File: config.mk
export PLATFORM = sky130hd
export DESIGN_NAME = mouse_motion_conditioner
export DESIGN_NICKNAME = d
export VERILOG_FILES = /design/src/sv/mmc_pkg.sv /design/src/sv/mouse_motion_conditioner.sv
export SDC_FILE = /design/constraint.sdc
export NUM_CORES = 2
export LEC_CHECK = 0
export BUFFER_PORTS_ARGS = -buffer_cell sky130_fd_sc_hd__buf_2
export CORE_ASPECT_RATIO = 0.9
export CORE_UTILIZATION = 60
export DETAILED_ROUTE_END_ITERATION = 12
export PLACE_DENSITY = 0.74
export SYNTH_ARGS = -nofsm -noshare
export SYNTH_HDL_FRONTEND = slang
export SYNTH_SLANG_ARGS = --single-unit
export TNS_END_PERCENT = 1
File: constraint.sdc
create_clock -name clk -period 13.63 [get_ports clk]
set_input_delay 2.0445 -clock clk [delete_from_list [all_inputs] [get_ports clk]]
set_output_delay 2.0445 -clock clk [all_outputs]
set_load 0.005 [all_outputs]
File: src/sv/mmc_pkg.sv
package mmc_pkg;

	typedef struct packed {
		logic signed [15:0] raw_dx;
		logic signed [15:0] raw_dy;
		logic signed [7:0]  wheel_step;
		logic [19:0]        frame_time_us;
		logic               in_menu;
	} mmc_in_t;

	typedef struct packed {
		logic signed [31:0] out_dx;
		logic signed [31:0] out_dy;
		logic               wheel_up;
		logic               wheel_down;
		logic               x_moved;
		logic               y_moved;
		logic [9:0]         cursor_x;
		logic [9:0]         cursor_y;
	} mmc_out_t;

	// Configuration register indexes
	typedef enum logic [2:0] {
		CFG_ACCEL_GAIN   = 3'd0,
		CFG_ACCEL_CAP    = 3'd1,
		CFG_SMOOTH_VALUE = 3'd2,
		CFG_DECEL_VALUE  = 3'd3,
		CFG_MIRROR       = 3'd4
	} cfg_idx_t;

	typedef enum logic [1:0] {
		SM_OFF,
		SM_ADAPT,
		SM_AVG,
		SM_TIME
	} smooth_mode_t;

	typedef enum logic [4:0] {
		ST_IDLE,
		ST_NOACC,
		ST_ACC1,
		ST_ACC2,
		ST_ACC3,
		ST_DIFF,
		ST_AD_CHK,
		ST_AD_SQ,
		ST_AD_ACC,
		ST_RT_SQ,
		ST_RT_CMP,
		ST_AD_K,
		ST_AD_Q,
		ST_AD_AMT,
		ST_AVG,
		ST_TM_DT,
		ST_TM_DTS,
		ST_TM_SQ,
		ST_TM_ACC,
		ST_TM_RATE,
		ST_TM_AMT,
		ST_BL_MUL,
		ST_BL_ADD,
		ST_OUT
	} state_t;

	localparam int POS_W = 28;

	localparam logic [21:0] MIN_ON      = 22'd6;
	localparam logic [21:0] ADAPT_MAX   = 22'd65529;
	localparam logic [21:0] AVG_MAX     = 22'd65542;
	localparam logic [21:0] NINE_TENTHS = 22'd58982;
	localparam logic [32:0] TEN_Q       = 33'd655360;
	localparam logic [16:0] Q_ONE       = 17'd65536;
	localparam logic [39:0] SMALL_LEN2  = 40'd429497;
	localparam logic [16:0] DT_MAX_US   = 17'd100000;
	// floor(q/10) = (q * RECIP10) >> 23 for q below 2^20
	localparam logic signed [28:0] RECIP10 = 29'sd838861;
	// floor(n/15625) = (n * RECIP_DT) >> 41 for n below 2^27
	localparam logic signed [28:0] RECIP_DT = 29'sd140737489;

	// Negate with saturation of the most negative value
	function automatic logic signed [31:0] neg_sat(input logic signed [31:0] v);
		logic signed [31:0] r;
		r = (v == 32'sh8000_0000) ? 32'sh7fff_ffff : -v;
		return r;
	endfunction

endpackage

File: src/sv/mouse_motion_conditioner.sv
// With acceleration and smoothing off a request passes ST_NOACC, ST_DIFF and ST_OUT; in
// adaptive mode with acceleration on the path may add a 20-step square root, each step
// a square state (ST_RT_SQ) followed by a compare state (ST_RT_CMP).
// Requests: one at a time, taken only in ST_IDLE; all arithmetic shares one
// 34x29 multiplier under the sequencer, one product per cycle.
// Reset: asynchronous; clears configuration (cap set to 6553600), history; cursor to centre.
module mouse_motion_conditioner import mmc_pkg::*; #(
	parameter int SCREEN_WIDTH  = 800,
	parameter int SCREEN_HEIGHT = 600
) (
	input  logic        clk,
	input  logic        arst_n,
	input  logic        in_valid,
	output logic        in_ready,
	input  mmc_in_t     in_req,
	output logic        out_valid,
	input  logic        out_ready,
	output mmc_out_t    out_rsp,
	input  logic        cfg_valid,
	output logic        cfg_ready,
	input  logic [2:0]  cfg_index,
	input  logic [31:0] cfg_data
);

	localparam logic [POS_W-1:0] X_HI  = POS_W'((SCREEN_WIDTH - 1) * 65536);
	localparam logic [POS_W-1:0] Y_HI  = POS_W'((SCREEN_HEIGHT - 1) * 65536);
	localparam logic [POS_W-1:0] X_RST = POS_W'((SCREEN_WIDTH / 2) * 65536);
	localparam logic [POS_W-1:0] Y_RST = POS_W'((SCREEN_HEIGHT / 2) * 65536);

	// configuration
	logic [21:0] gain_q, smooth_q, decel_q;
	logic [30:0] cap_q;
	logic        mirror_q;

	// history and cursor
	logic signed [31:0] prev_dx_q, prev_dy_q;
	logic [POS_W-1:0]   scr_x_q, scr_y_q;

	// control
	state_t      state_q, state_d;
	logic        ax_q;
	logic [4:0]  bit_q;
	logic        out_valid_q;
	mmc_out_t    out_q;

	// datapath scratch
	logic signed [15:0] rx_q, ry_q;
	logic               wup_q, wdn_q, menu_q;
	logic [19:0]        us_q;
	logic signed [31:0] dx_q, dy_q;
	logic signed [32:0] ddx_q, ddy_q;
	logic signed [62:0] prod_q;
	logic [39:0]        s2_q;
	logic [19:0]        root_q, len_q;
	logic [16:0]        amt_q;
	logic [12:0]        dt_q;

	// shared multiplier operands
	logic signed [33:0] mul_a;
	logic signed [28:0] mul_b;

	smooth_mode_t mode;
	logic         gain_on, decel_on, load_out;
	logic signed [15:0] raw_sel;
	logic signed [16:0] raw_abs;
	logic signed [31:0] d_sel, prev_sel;
	logic signed [32:0] dd_sel, ddx_abs, ddy_abs, ddx_n, ddy_n, avg_x, avg_y;
	logic [19:0]        root_try, root_nxt;
	logic signed [62:0] prod_rnd, blend_q, cap_pos, cap_neg, acc_val;
	logic signed [33:0] bl_sum;
	logic [16:0]        us_clip;
	logic [22:0]        rate;
	logic [19:0]        amt_t;
	logic signed [31:0] ox, oy;
	logic [POS_W-1:0]   nx, ny;
	logic signed [35:0] sx, sy;
	logic               small_mv;

	assign cfg_ready = 1'b1;
	assign out_valid = out_valid_q;
	assign out_rsp   = out_q;

	// mode decode
	always_comb begin
		if (smooth_q <= MIN_ON)
			mode = SM_OFF;
		else if (smooth_q <= ADAPT_MAX)
			mode = SM_ADAPT;
		else if (smooth_q <= AVG_MAX)
			mode = SM_AVG;
		else
			mode = SM_TIME;
	end
	assign gain_on  = gain_q > MIN_ON;
	assign decel_on = decel_q > MIN_ON;

	// axis selection
	assign raw_sel  = ax_q ? ry_q : rx_q;
	assign raw_abs  = raw_sel[15] ? -{raw_sel[15], raw_sel} : {raw_sel[15], raw_sel};
	assign d_sel    = ax_q ? dy_q : dx_q;
	assign prev_sel = ax_q ? prev_dy_q : prev_dx_q;
	assign dd_sel   = ax_q ? ddy_q : ddx_q;

	// differences and averages
	assign ddx_n   = {dx_q[31], dx_q} - {prev_dx_q[31], prev_dx_q};
	assign ddy_n   = {dy_q[31], dy_q} - {prev_dy_q[31], prev_dy_q};
	assign ddx_abs = ddx_q[32] ? -ddx_q : ddx_q;
	assign ddy_abs = ddy_q[32] ? -ddy_q : ddy_q;
	always_comb begin
		logic signed [32:0] s;
		s     = {dx_q[31], dx_q} + {prev_dx_q[31], prev_dx_q};
		avg_x = (s + {32'd0, s[32]}) >>> 1;
		s     = {dy_q[31], dy_q} + {prev_dy_q[31], prev_dy_q};
		avg_y = (s + {32'd0, s[32]}) >>> 1;
	end

	// square root step
	assign root_try = root_q | (20'd1 << bit_q);
	assign root_nxt = (prod_q[39:0] <= s2_q) ? root_try : root_q;

	// blend: trunc(prod / 65536) added to the previous delta
	assign prod_rnd = prod_q + (prod_q[62] ? 63'sd65535 : 63'sd0);
	assign blend_q  = prod_rnd >>> 16;
	assign bl_sum   = {{2{prev_sel[31]}}, prev_sel} + blend_q[33:0];

	// acceleration cap
	assign cap_pos = $signed({32'd0, cap_q});
	assign cap_neg = -cap_pos;
	assign acc_val = (prod_q > cap_pos) ? cap_pos : ((prod_q < cap_neg) ? cap_neg : prod_q);

	// time-based rate
	assign us_clip  = (us_q > {3'd0, DT_MAX_US}) ? DT_MAX_US : us_q[16:0];
	assign small_mv = s2_q < SMALL_LEN2;
	assign rate     = small_mv ? (decel_on ? {1'b0, decel_q} : {smooth_q, 1'b0})
	                           : {1'b0, smooth_q};
	assign amt_t    = prod_q[35:16];

	// mirror and cursor
	assign ox = (mirror_q && !menu_q) ? neg_sat(dx_q) : dx_q;
	assign oy = (mirror_q && !menu_q) ? neg_sat(dy_q) : dy_q;
	assign sx = $signed({8'd0, scr_x_q}) + ($signed({{4{ox[31]}}, ox}) <<< 2);
	assign sy = $signed({8'd0, scr_y_q}) + ($signed({{4{oy[31]}}, oy}) <<< 2);
	always_comb begin
		if (sx < 0)
			nx = '0;
		else if (sx > $signed({8'd0, X_HI}))
			nx = X_HI;
		else
			nx = sx[POS_W-1:0];
		if (sy < 0)
			ny = '0;
		else if (sy > $signed({8'd0, Y_HI}))
			ny = Y_HI;
		else
			ny = sy[POS_W-1:0];
	end

	// sequencer outputs: handshake and multiplier operands
	always_comb begin
		in_ready = (state_q == ST_IDLE);
		load_out = (state_q == ST_OUT) && (!out_valid_q || out_ready);
		mul_a    = '0;
		mul_b    = '0;
		case (state_q)
			ST_ACC1: begin
				mul_a = 34'(raw_sel);
				mul_b = 29'(raw_abs);
			end
			ST_ACC2: begin
				mul_a = $signed(prod_q[33:0]);
				mul_b = $signed({7'd0, gain_q});
			end
			ST_AD_SQ: begin
				mul_a = 34'(dd_sel);
				mul_b = $signed(dd_sel[28:0]);
			end
			ST_RT_SQ: begin
				mul_a = $signed({14'd0, root_try});
				mul_b = $signed({9'd0, root_try});
			end
			ST_AD_K: begin
				mul_a = $signed({14'd0, len_q});
				mul_b = (smooth_q < NINE_TENTHS) ? $signed({7'd0, smooth_q})
				                                 : $signed({7'd0, NINE_TENTHS});
			end
			ST_AD_Q: begin
				mul_a = $signed({14'd0, prod_q[35:16]});
				mul_b = RECIP10;
			end
			ST_TM_DT: begin
				mul_a = $signed({7'd0, us_clip, 10'd0});
				mul_b = RECIP_DT;
			end
			ST_TM_SQ: begin
				mul_a = 34'(d_sel);
				mul_b = $signed(d_sel[28:0]);
			end
			ST_TM_RATE: begin
				mul_a = $signed({21'd0, dt_q});
				mul_b = $signed({6'd0, rate});
			end
			ST_BL_MUL: begin
				mul_a = 34'(dd_sel);
				mul_b = $signed({12'd0, amt_q});
			end
			default: begin
				mul_a = '0;
				mul_b = '0;
			end
		endcase
	end

	// next state
	always_comb begin
		state_d = state_q;
		case (state_q)
			ST_IDLE:    if (in_valid) state_d = gain_on ? ST_ACC1 : ST_NOACC;
			ST_NOACC:   state_d = ST_DIFF;
			ST_ACC1:    state_d = ST_ACC2;
			ST_ACC2:    state_d = ST_ACC3;
			ST_ACC3:    state_d = ax_q ? ST_DIFF : ST_ACC1;
			ST_DIFF: begin
				case (mode)
					SM_OFF:   state_d = ST_OUT;
					SM_ADAPT: state_d = ST_AD_CHK;
					SM_AVG:   state_d = ST_AVG;
					default:  state_d = ST_TM_DT;
				endcase
			end
			ST_AD_CHK:  state_d = (ddx_abs >= $signed(TEN_Q) || ddy_abs >= $signed(TEN_Q))
			                      ? ST_AD_K : ST_AD_SQ;
			ST_AD_SQ:   state_d = ST_AD_ACC;
			ST_AD_ACC:  state_d = ax_q ? ST_RT_SQ : ST_AD_SQ;
			ST_RT_SQ:   state_d = ST_RT_CMP;
			ST_RT_CMP:  state_d = (bit_q == 5'd0) ? ST_AD_K : ST_RT_SQ;
			ST_AD_K:    state_d = ST_AD_Q;
			ST_AD_Q:    state_d = ST_AD_AMT;
			ST_AD_AMT:  state_d = ST_BL_MUL;
			ST_AVG:     state_d = ST_OUT;
			ST_TM_DT:   state_d = ST_TM_DTS;
			ST_TM_DTS:  state_d = (dx_q > -32'sd65536 && dx_q < 32'sd65536 &&
			                       dy_q > -32'sd65536 && dy_q < 32'sd65536)
			                      ? ST_TM_SQ : ST_TM_RATE;
			ST_TM_SQ:   state_d = ST_TM_ACC;
			ST_TM_ACC:  state_d = ax_q ? ST_TM_RATE : ST_TM_SQ;
			ST_TM_RATE: state_d = ST_TM_AMT;
			ST_TM_AMT:  state_d = ST_BL_MUL;
			ST_BL_MUL:  state_d = ST_BL_ADD;
			ST_BL_ADD:  state_d = ax_q ? ST_OUT : ST_BL_MUL;
			ST_OUT:     if (load_out) state_d = ST_IDLE;
			default:    state_d = ST_IDLE;
		endcase
	end

	// control, configuration, history and output register
	always_ff @(posedge clk or negedge arst_n) begin
		if (!arst_n) begin
			state_q     <= ST_IDLE;
			ax_q        <= 1'b0;
			bit_q       <= '0;
			out_valid_q <= 1'b0;
			gain_q      <= '0;
			cap_q       <= 31'd6553600;
			smooth_q    <= '0;
			decel_q     <= '0;
			mirror_q    <= 1'b0;
			prev_dx_q   <= '0;
			prev_dy_q   <= '0;
			scr_x_q     <= X_RST;
			scr_y_q     <= Y_RST;
		end else begin
			state_q <= state_d;
			if (cfg_valid) begin
				case (cfg_index)
					CFG_ACCEL_GAIN:   gain_q   <= cfg_data[21:0];
					CFG_ACCEL_CAP:    cap_q    <= cfg_data[30:0];
					CFG_SMOOTH_VALUE: smooth_q <= cfg_data[21:0];
					CFG_DECEL_VALUE:  decel_q  <= cfg_data[21:0];
					CFG_MIRROR:       mirror_q <= cfg_data[0];
					default: ;
				endcase
			end
			// axis toggle at the end of each per-axis pair
			if (state_q == ST_ACC3 || state_q == ST_AD_ACC || state_q == ST_TM_ACC ||
			    state_q == ST_BL_ADD)
				ax_q <= ~ax_q;
			if (state_q == ST_AD_ACC)
				bit_q <= 5'd19;
			else if (state_q == ST_RT_CMP)
				bit_q <= bit_q - 5'd1;
			if (load_out)
				out_valid_q <= 1'b1;
			else if (out_ready)
				out_valid_q <= 1'b0;
			if (load_out) begin
				scr_x_q     <= nx;
				scr_y_q     <= ny;
				if (mode != SM_OFF) begin
					prev_dx_q <= dx_q;
					prev_dy_q <= dy_q;
				end
			end
		end
	end

	// datapath and result payload
	always_ff @(posedge clk) begin
		prod_q <= mul_a * mul_b;
		case (state_q)
			ST_IDLE: begin
				rx_q   <= in_req.raw_dx;
				ry_q   <= in_req.raw_dy;
				wup_q  <= (in_req.wheel_step > 8'sd0);
				wdn_q  <= in_req.wheel_step[7];
				us_q   <= in_req.frame_time_us;
				menu_q <= in_req.in_menu;
			end
			ST_NOACC: begin
				dx_q <= {rx_q, 16'd0};
				dy_q <= {ry_q, 16'd0};
			end
			ST_ACC3: begin
				if (ax_q)
					dy_q <= acc_val[31:0];
				else
					dx_q <= acc_val[31:0];
			end
			ST_DIFF: begin
				ddx_q <= ddx_n;
				ddy_q <= ddy_n;
			end
			ST_AD_CHK: begin
				s2_q  <= '0;
				len_q <= TEN_Q[19:0];
			end
			ST_AD_ACC: begin
				s2_q   <= s2_q + prod_q[39:0];
				root_q <= '0;
			end
			ST_RT_CMP: begin
				root_q <= root_nxt;
				if (root_nxt > TEN_Q[19:0])
					len_q <= TEN_Q[19:0];
				else
					len_q <= root_nxt;
			end
			ST_AD_AMT: amt_q <= Q_ONE - prod_q[39:23];
			ST_AVG: begin
				dx_q <= avg_x[31:0];
				dy_q <= avg_y[31:0];
			end
			ST_TM_DTS: begin
				dt_q <= prod_q[53:41];
				s2_q <= (dx_q > -32'sd65536 && dx_q < 32'sd65536 &&
				         dy_q > -32'sd65536 && dy_q < 32'sd65536) ? '0 : '1;
			end
			ST_TM_ACC: s2_q <= s2_q + prod_q[39:0];
			ST_TM_AMT: amt_q <= (amt_t > {3'd0, Q_ONE}) ? Q_ONE : amt_t[16:0];
			ST_BL_ADD: begin
				if (ax_q)
					dy_q <= bl_sum[31:0];
				else
					dx_q <= bl_sum[31:0];
			end
			default: ;
		endcase
		if (load_out) begin
			out_q.out_dx     <= ox;
			out_q.out_dy     <= oy;
			out_q.wheel_up   <= wup_q;
			out_q.wheel_down <= wdn_q;
			out_q.x_moved    <= (ox != 32'sd0);
			out_q.y_moved    <= (oy != 32'sd0);
			out_q.cursor_x   <= nx[25:16];
			out_q.cursor_y   <= ny[25:16];
		end
	end

endmodule

== After elaboration in Yosys (flattened, before gate mapping) ==
Cells that the tools add are included.
Storage, ports and cells
  logic and storage cells: 215
  register bits: 676
  output and inout bits: 91
Operators by class
  order comparisons: 24
  $add $sub $neg: 19
  bitwise logic cells: 2
  shift operators: 1
  eq/ne operators: 37
  reductions and logical operators: 37
  muxes and demuxes: 57
  multiply operators: 1
Operators by type and width (number)
  32-bit 2-to-1 mux: 12
  34-bit one-hot mux with 9 select lines: 1
  29-bit one-hot mux with 10 select lines: 1
  32-bit one-hot mux with 4 select lines: 2
  40-bit one-hot mux with 3 select lines: 1
  5-bit one-hot mux with 23 select lines: 1
  28-bit 2-to-1 mux: 4
  33-bit 2-to-1 mux: 3
  20-bit one-hot mux with 2 select lines: 2
  29-bit by 34-bit adder with 35-bit output: 2
  35-bit by 27-bit > comparator with 1-bit output (second input constant): 2
  35-bit by 1-bit less-than comparator with 1-bit output (second input constant): 2
  32-bit by 32-bit adder with 33-bit output: 2
  33-bit by 1-bit adder with 33-bit output: 2
  33-bit by 21-bit >= comparator with 1-bit output (second input constant): 2
  33-bit negator: 2
  32-bit by 32-bit subtractor with 33-bit output: 2
  32-bit == test (second input constant): 2
  32-bit by 17-bit > comparator with 1-bit output (second input constant): 2
  32-bit by 18-bit less-than comparator with 1-bit output (second input constant): 2
  32-bit negator: 2
  32-bit nonzero test: 2
  63-bit by 32-bit > comparator with 1-bit output: 1
  63-bit less-than comparator: 1
  other kinds (57): 123

== Depth between registers and ports, before layout ==
  word-level depth: 7
  mapped depth: 41
  depth with buffers taken out: 39

== Worst setup path after synthesis ==
No wires, ideal clock.
  path kind: reg2reg
  start: register ax_q
  end: register prod_q[61]
  arrival time: 10.648 ns
  slack: 2.867 ns
  required time: 13.516 ns
  library setup time: 0.114 ns
  buffers on the path: 6
  stages on the path, launching flop included: 36
  cell sequence: dfrtp_1 -> clkbuf_1 -> buf_2 -> buf_2 -> buf_1 -> clkbuf_1 -> mux2i_1 -> o21ai_0 -> a2111oi_0 -> clkbuf_1 -> nor2_1 -> fa_1 -> inv_1 -> fa_1 -> inv_1 -> fa_1 -> inv_1 -> fa_1 -> inv_1 -> fa_1 -> fa_1 -> fa_1 -> fa_1 -> ha_1 -> a21o_1 -> a21o_1 -> a21oi_1 -> o21ai_0 -> a211oi_1 -> o21ai_0 -> a21oi_1 -> o31ai_1 -> a41oi_1 -> o221ai_1 -> mux2i_1 -> a2111oi_0
On the way
  word-level cells in the longest chain between the ends: 5
  elaborated cells between the ends (all ways): 8
RTL lines
  start, declared: RTL line mouse_motion_conditioner.sv:41  | logic ax_q;
  start signal, assigned: RTL line mouse_motion_conditioner.sv:286  | ax_q <= ~ax_q;
  16-bit 2-to-1 mux: RTL line mouse_motion_conditioner.sv:98  | assign raw_sel = ax_q ? ry_q : rx_q;
  17-bit negator: RTL line mouse_motion_conditioner.sv:99  | assign raw_abs = raw_sel[15] ? -{raw_sel[15], raw_sel} : {raw_sel[15], raw_sel};
  17-bit 2-to-1 mux: RTL line mouse_motion_conditioner.sv:99
  29-bit one-hot mux with 10 select lines: RTL line mouse_motion_conditioner.sv:164  | case (state_q)
  34-bit by 29-bit multiplier with 63-bit output *: RTL line mouse_motion_conditioner.sv:308  | prod_q <= mul_a * mul_b;
  end signal, assigned: RTL line mouse_motion_conditioner.sv:308
  end, declared: RTL line mouse_motion_conditioner.sv:52  | logic signed [62:0] prod_q;
Every way passes the cells marked *; elsewhere a longest branch is shown, timed or not.
A chain may end at the register's enable or synchronous reset.

== Worst setup path after layout ==
  start: register state_q[4]
  end: register prod_q[62]
On the way
  word-level cells in the longest chain between the ends: 4
  elaborated cells between the ends (all ways): 14
RTL lines
  start, declared: RTL line mouse_motion_conditioner.sv:40  | state_t state_q, state_d;
  start signal, assigned: RTL line mouse_motion_conditioner.sv:272  | state_q <= state_d;
  5-bit == test / 5-bit by 3-bit == test with 1-bit output (equally long branches): RTL line mouse_motion_conditioner.sv:164
  2-bit OR reduction (no source line)
  34-bit one-hot mux with 9 select lines: RTL line mouse_motion_conditioner.sv:164
  34-bit by 29-bit multiplier with 63-bit output *: RTL line mouse_motion_conditioner.sv:308
Marked as above.

==> results.py <==
metrics = {
    "place": {
        "io_buffers": 189,
        "routabilityCongestion": 1.10,
        "dpl.hpwl_um": 265000,
    },
    "worst_setup_path": {
        "arrival_ns": 13.26,
        "reg2reg_from": "state_q[4]",
        "path_common_cell": "fa_1",
        "reg2reg_setup_slack_ns": 0.98,
        "crit_path_end": "prod_q[62]",
        "r2r_end": "prod_q[62]",
        "worstPathRequired_ns": 14.23,
        "slowest_stage": "dfrtp_1",
        "cp-end-kind": "flop",
        "path_class": "flop to flop",
        "startpoint_type": "flop",
        "rr_worst_depth": 32,
        "critical-path-max-stage-delay_ns": 1.00,
        "cp_max_fo": 31,
        "startpoint": "state_q[4]",
    },
    "clocking": {
        "numCtsBuffers": 81,
        "path_clk_slew_ns": 0.06,
        "clockRootBuffer": "clkbuf_16",
        "clock-sinks": 672,
        "hold_buffers": 0,
        "cts_htree_levels": 3,
        "clockBufferDepth": 3,
        "cts_setup_buffers": 0,
        "cts_tree": "built",
        "clk-insertion-delay-late_ns": 0.74,
        "post_cts_resized": 0,
    },
    "synth": {
        "synth.area.mux_share_pct": 2.65,
        "synth_flop_cell": "edfxtp_1",
        "synth-compound-area-share_pct": 14.2,
        "yosys.area.top_type": "fa_1",
        "synthCells": 9796,
        "async_flop_share_pct": 33.6,
        "synth_edf_count": 383,
        "synth_top_family_by_area": "adder cells",
        "synth_top_area_share_pct": 24.3,
        "syn_avg_cell_area_sq_um": 8.79,
        "yosysWarnings": 0,
        "yosysSeqAreaShare_pct": 21.4,
        "synthesis.area_sq_um": 86200,
        "synthDistinctLibCells": 97,
        "yosys.area_share.adder_pct": 32.9,
        "synth_seq_cells": 672,
        "synth-simple-area-share_pct": 16.1,
        "synth_area_leaders": "fa_1 24%, edfxtp_1 13%, ha_1 8.6%, inv_1 6.4%, dfrtp_1 6.3%",
        "synth-xor-area-share_pct": 4.32,
    },
    "finish": {
        "post-route-util_pct": 65.3,
        "area_growth_pct": 7.79,
        "final_cell_mix": "1476 x inv_1, 1053 x nor2_1, 1044 x fa_1, 893 x nand2_1, 594 x ha_1",
        "drive_above_1_share_pct": 8.34,
        "nNetsFinal": 11600,
        "layout_commonest_cell": "inv_1",
    },
    "detailed_routing": {
        "wirelength_um": 335000,
        "ant_nets": 0,
        "first_pass_iters": 10,
        "viasPerCell": 6.52,
        "vias": 77000,
        "drt_iter0_drc": 9635,
        "post_drt_wl_per_cell_um": 28.4,
        "post-route-drc-count": 0,
    },
    "sta": {
        "grt_setup_unrepaired": "false",
        "drv_slew": 9,
        "tns_ns": 0,
        "tightest_slew_ns": 1.51,
        "period_share_pct": 92.8,
        "setup-violations-final": 0,
        "period_needed_ns": 12.65,
        "fin_worst_skew_ns": 0.0409,
        "fmax_mhz": 79.0,
        "hold_viol": 0,
        "slew_headroom_pct": -1.33,
    },
    "grt": {
        "grt_usage_pct": 46.1,
        "first_global_vias": 75500,
        "grt_max_degree": 83,
        "antenna_found_initial": 20,
        "grt_pass1_wl_um": 491000,
        "overflow": 0,
    },
    "min_path": {
        "min_path_cells": 0,
        "hp-class": "flop to flop",
    },
    "die": {
        "dieArea_sq_um": 145000,
        "core_area_sq_um": 142000,
        "start_util_pct": 60.6,
        "num_rows": 131,
        "die_x_um": 401,
        "io-pin-count": 192,
        "die_y_um": 361,
    },
    "outcome": {
        "status": "finished, violations left",
        "failed_checks": "capacitance limit, slew limit",
    },
    "run": {
        "drv_cap": 1,
    },
}
## metal layers
layer / vias up / track usage [%] / wire [um]
met4: 16 / 28.5 / 25200
met2: 5059 / 65.7 / 138000
met3: 1105 / 15.2 / 47600
li1: 32800 / - / -
met5: - / 0.430 / 185
met1: 37900 / 60.6 / 124000
## worst min-delay path by stage
stage | start | endpoint
after floorplan | wdn_q | out_rsp[22]
after global placement | wdn_q | out_rsp[22]
after detailed placement | wdn_q | out_rsp[22]
after CTS | wdn_q | out_rsp[22]
after global routing | wdn_q | out_rsp[22]
final | wup_q | out_rsp[23]
## layout make-up
type	instances	area, sq um
antenna	8	20.0
clock buffer	105	2320
clock inverter	47	574
fill	11700	49200
inverter	1480	5560
multi-input combinational	7200	60800
sequential	672	18400
tap	1862	2330
timing repair buffer	428	2790
## through the flow
stage,std cells,hold WS [ns],instance area [sq um],setup WS (ns)
floorplan,9797,0.400,86200,2.87
global placement,11600,0.418,89900,1.53
detailed placement,11600,0.408,89900,1.55
CTS,11800,0.436,92800,1.47
global route,11800,0.441,92800,0.762
finish,11800,0.429,92900,0.978
## cells by family after synthesis
logic type / after synthesis
buffers and inverters: 1925
and+or+nand+nor: 3014
AOI/OAI and AO/OA: 1906
DFF: 672
adders and majority gates: 1638
xor gates and xnor gates: 425
other: 1
muxes: 215
## sequential cells by signal (all words and copies together) (netlist names), 32 cells and up
register	count
s2_q	40
dy_q	32
prev_dy_q	32
ddy_q	33
ddx_q	33
prev_dx_q	32
out_rsp	88
dx_q	32
prod_q	63
## critical path: cells and delay by family, from the launching register on
family	cells	cell delay (ns)
adders and majority gates	9	4.25
AOI/OAI and AO/OA	11	3.93
and+or+nand+nor	7	2.53
DFF	1	1.00
buffers and inverters	4	0.58
xor gates and xnor gates	1	0.17
## synthesized netlist by cell type (27+ instances only)
| library cell | n |
|---|---|
| o21bai_1 | 57 |
| nor2b_1 | 72 |
| o31ai_1 | 36 |
| edfxtp_1 | 383 |
| a21oi_1 | 482 |
| nand4_1 | 83 |
| nand2_1 | 894 |
| a211oi_1 | 56 |
| o21a_1 | 67 |
| or2_2 | 50 |
| clkbuf_1 | 403 |
| buf_1 | 32 |
| a2111oi_0 | 49 |
| or4_1 | 42 |
| xor2_1 | 113 |
| and2_1 | 55 |
| mux2_2 | 108 |
| inv_1 | 1476 |
| nor4_1 | 109 |
| o22ai_1 | 52 |
| dfrtp_1 | 216 |
| nor2_1 | 1064 |
| xnor2_1 | 312 |
| dfxtp_1 | 63 |
| or3_1 | 65 |
| a31oi_1 | 58 |
| o21ai_0 | 506 |
| mux2i_1 | 107 |
| a22oi_1 | 27 |
| nand3_1 | 122 |
| nand2b_1 | 125 |
| fa_1 | 1044 |
| ha_1 | 594 |
| nor3_1 | 181 |
| o211ai_1 | 42 |
| a21o_1 | 163 |
| and3_1 | 45 |
Power is not shown: default switching activity piles up to over one toggle a cycle in this logic, so the estimate is an artifact.
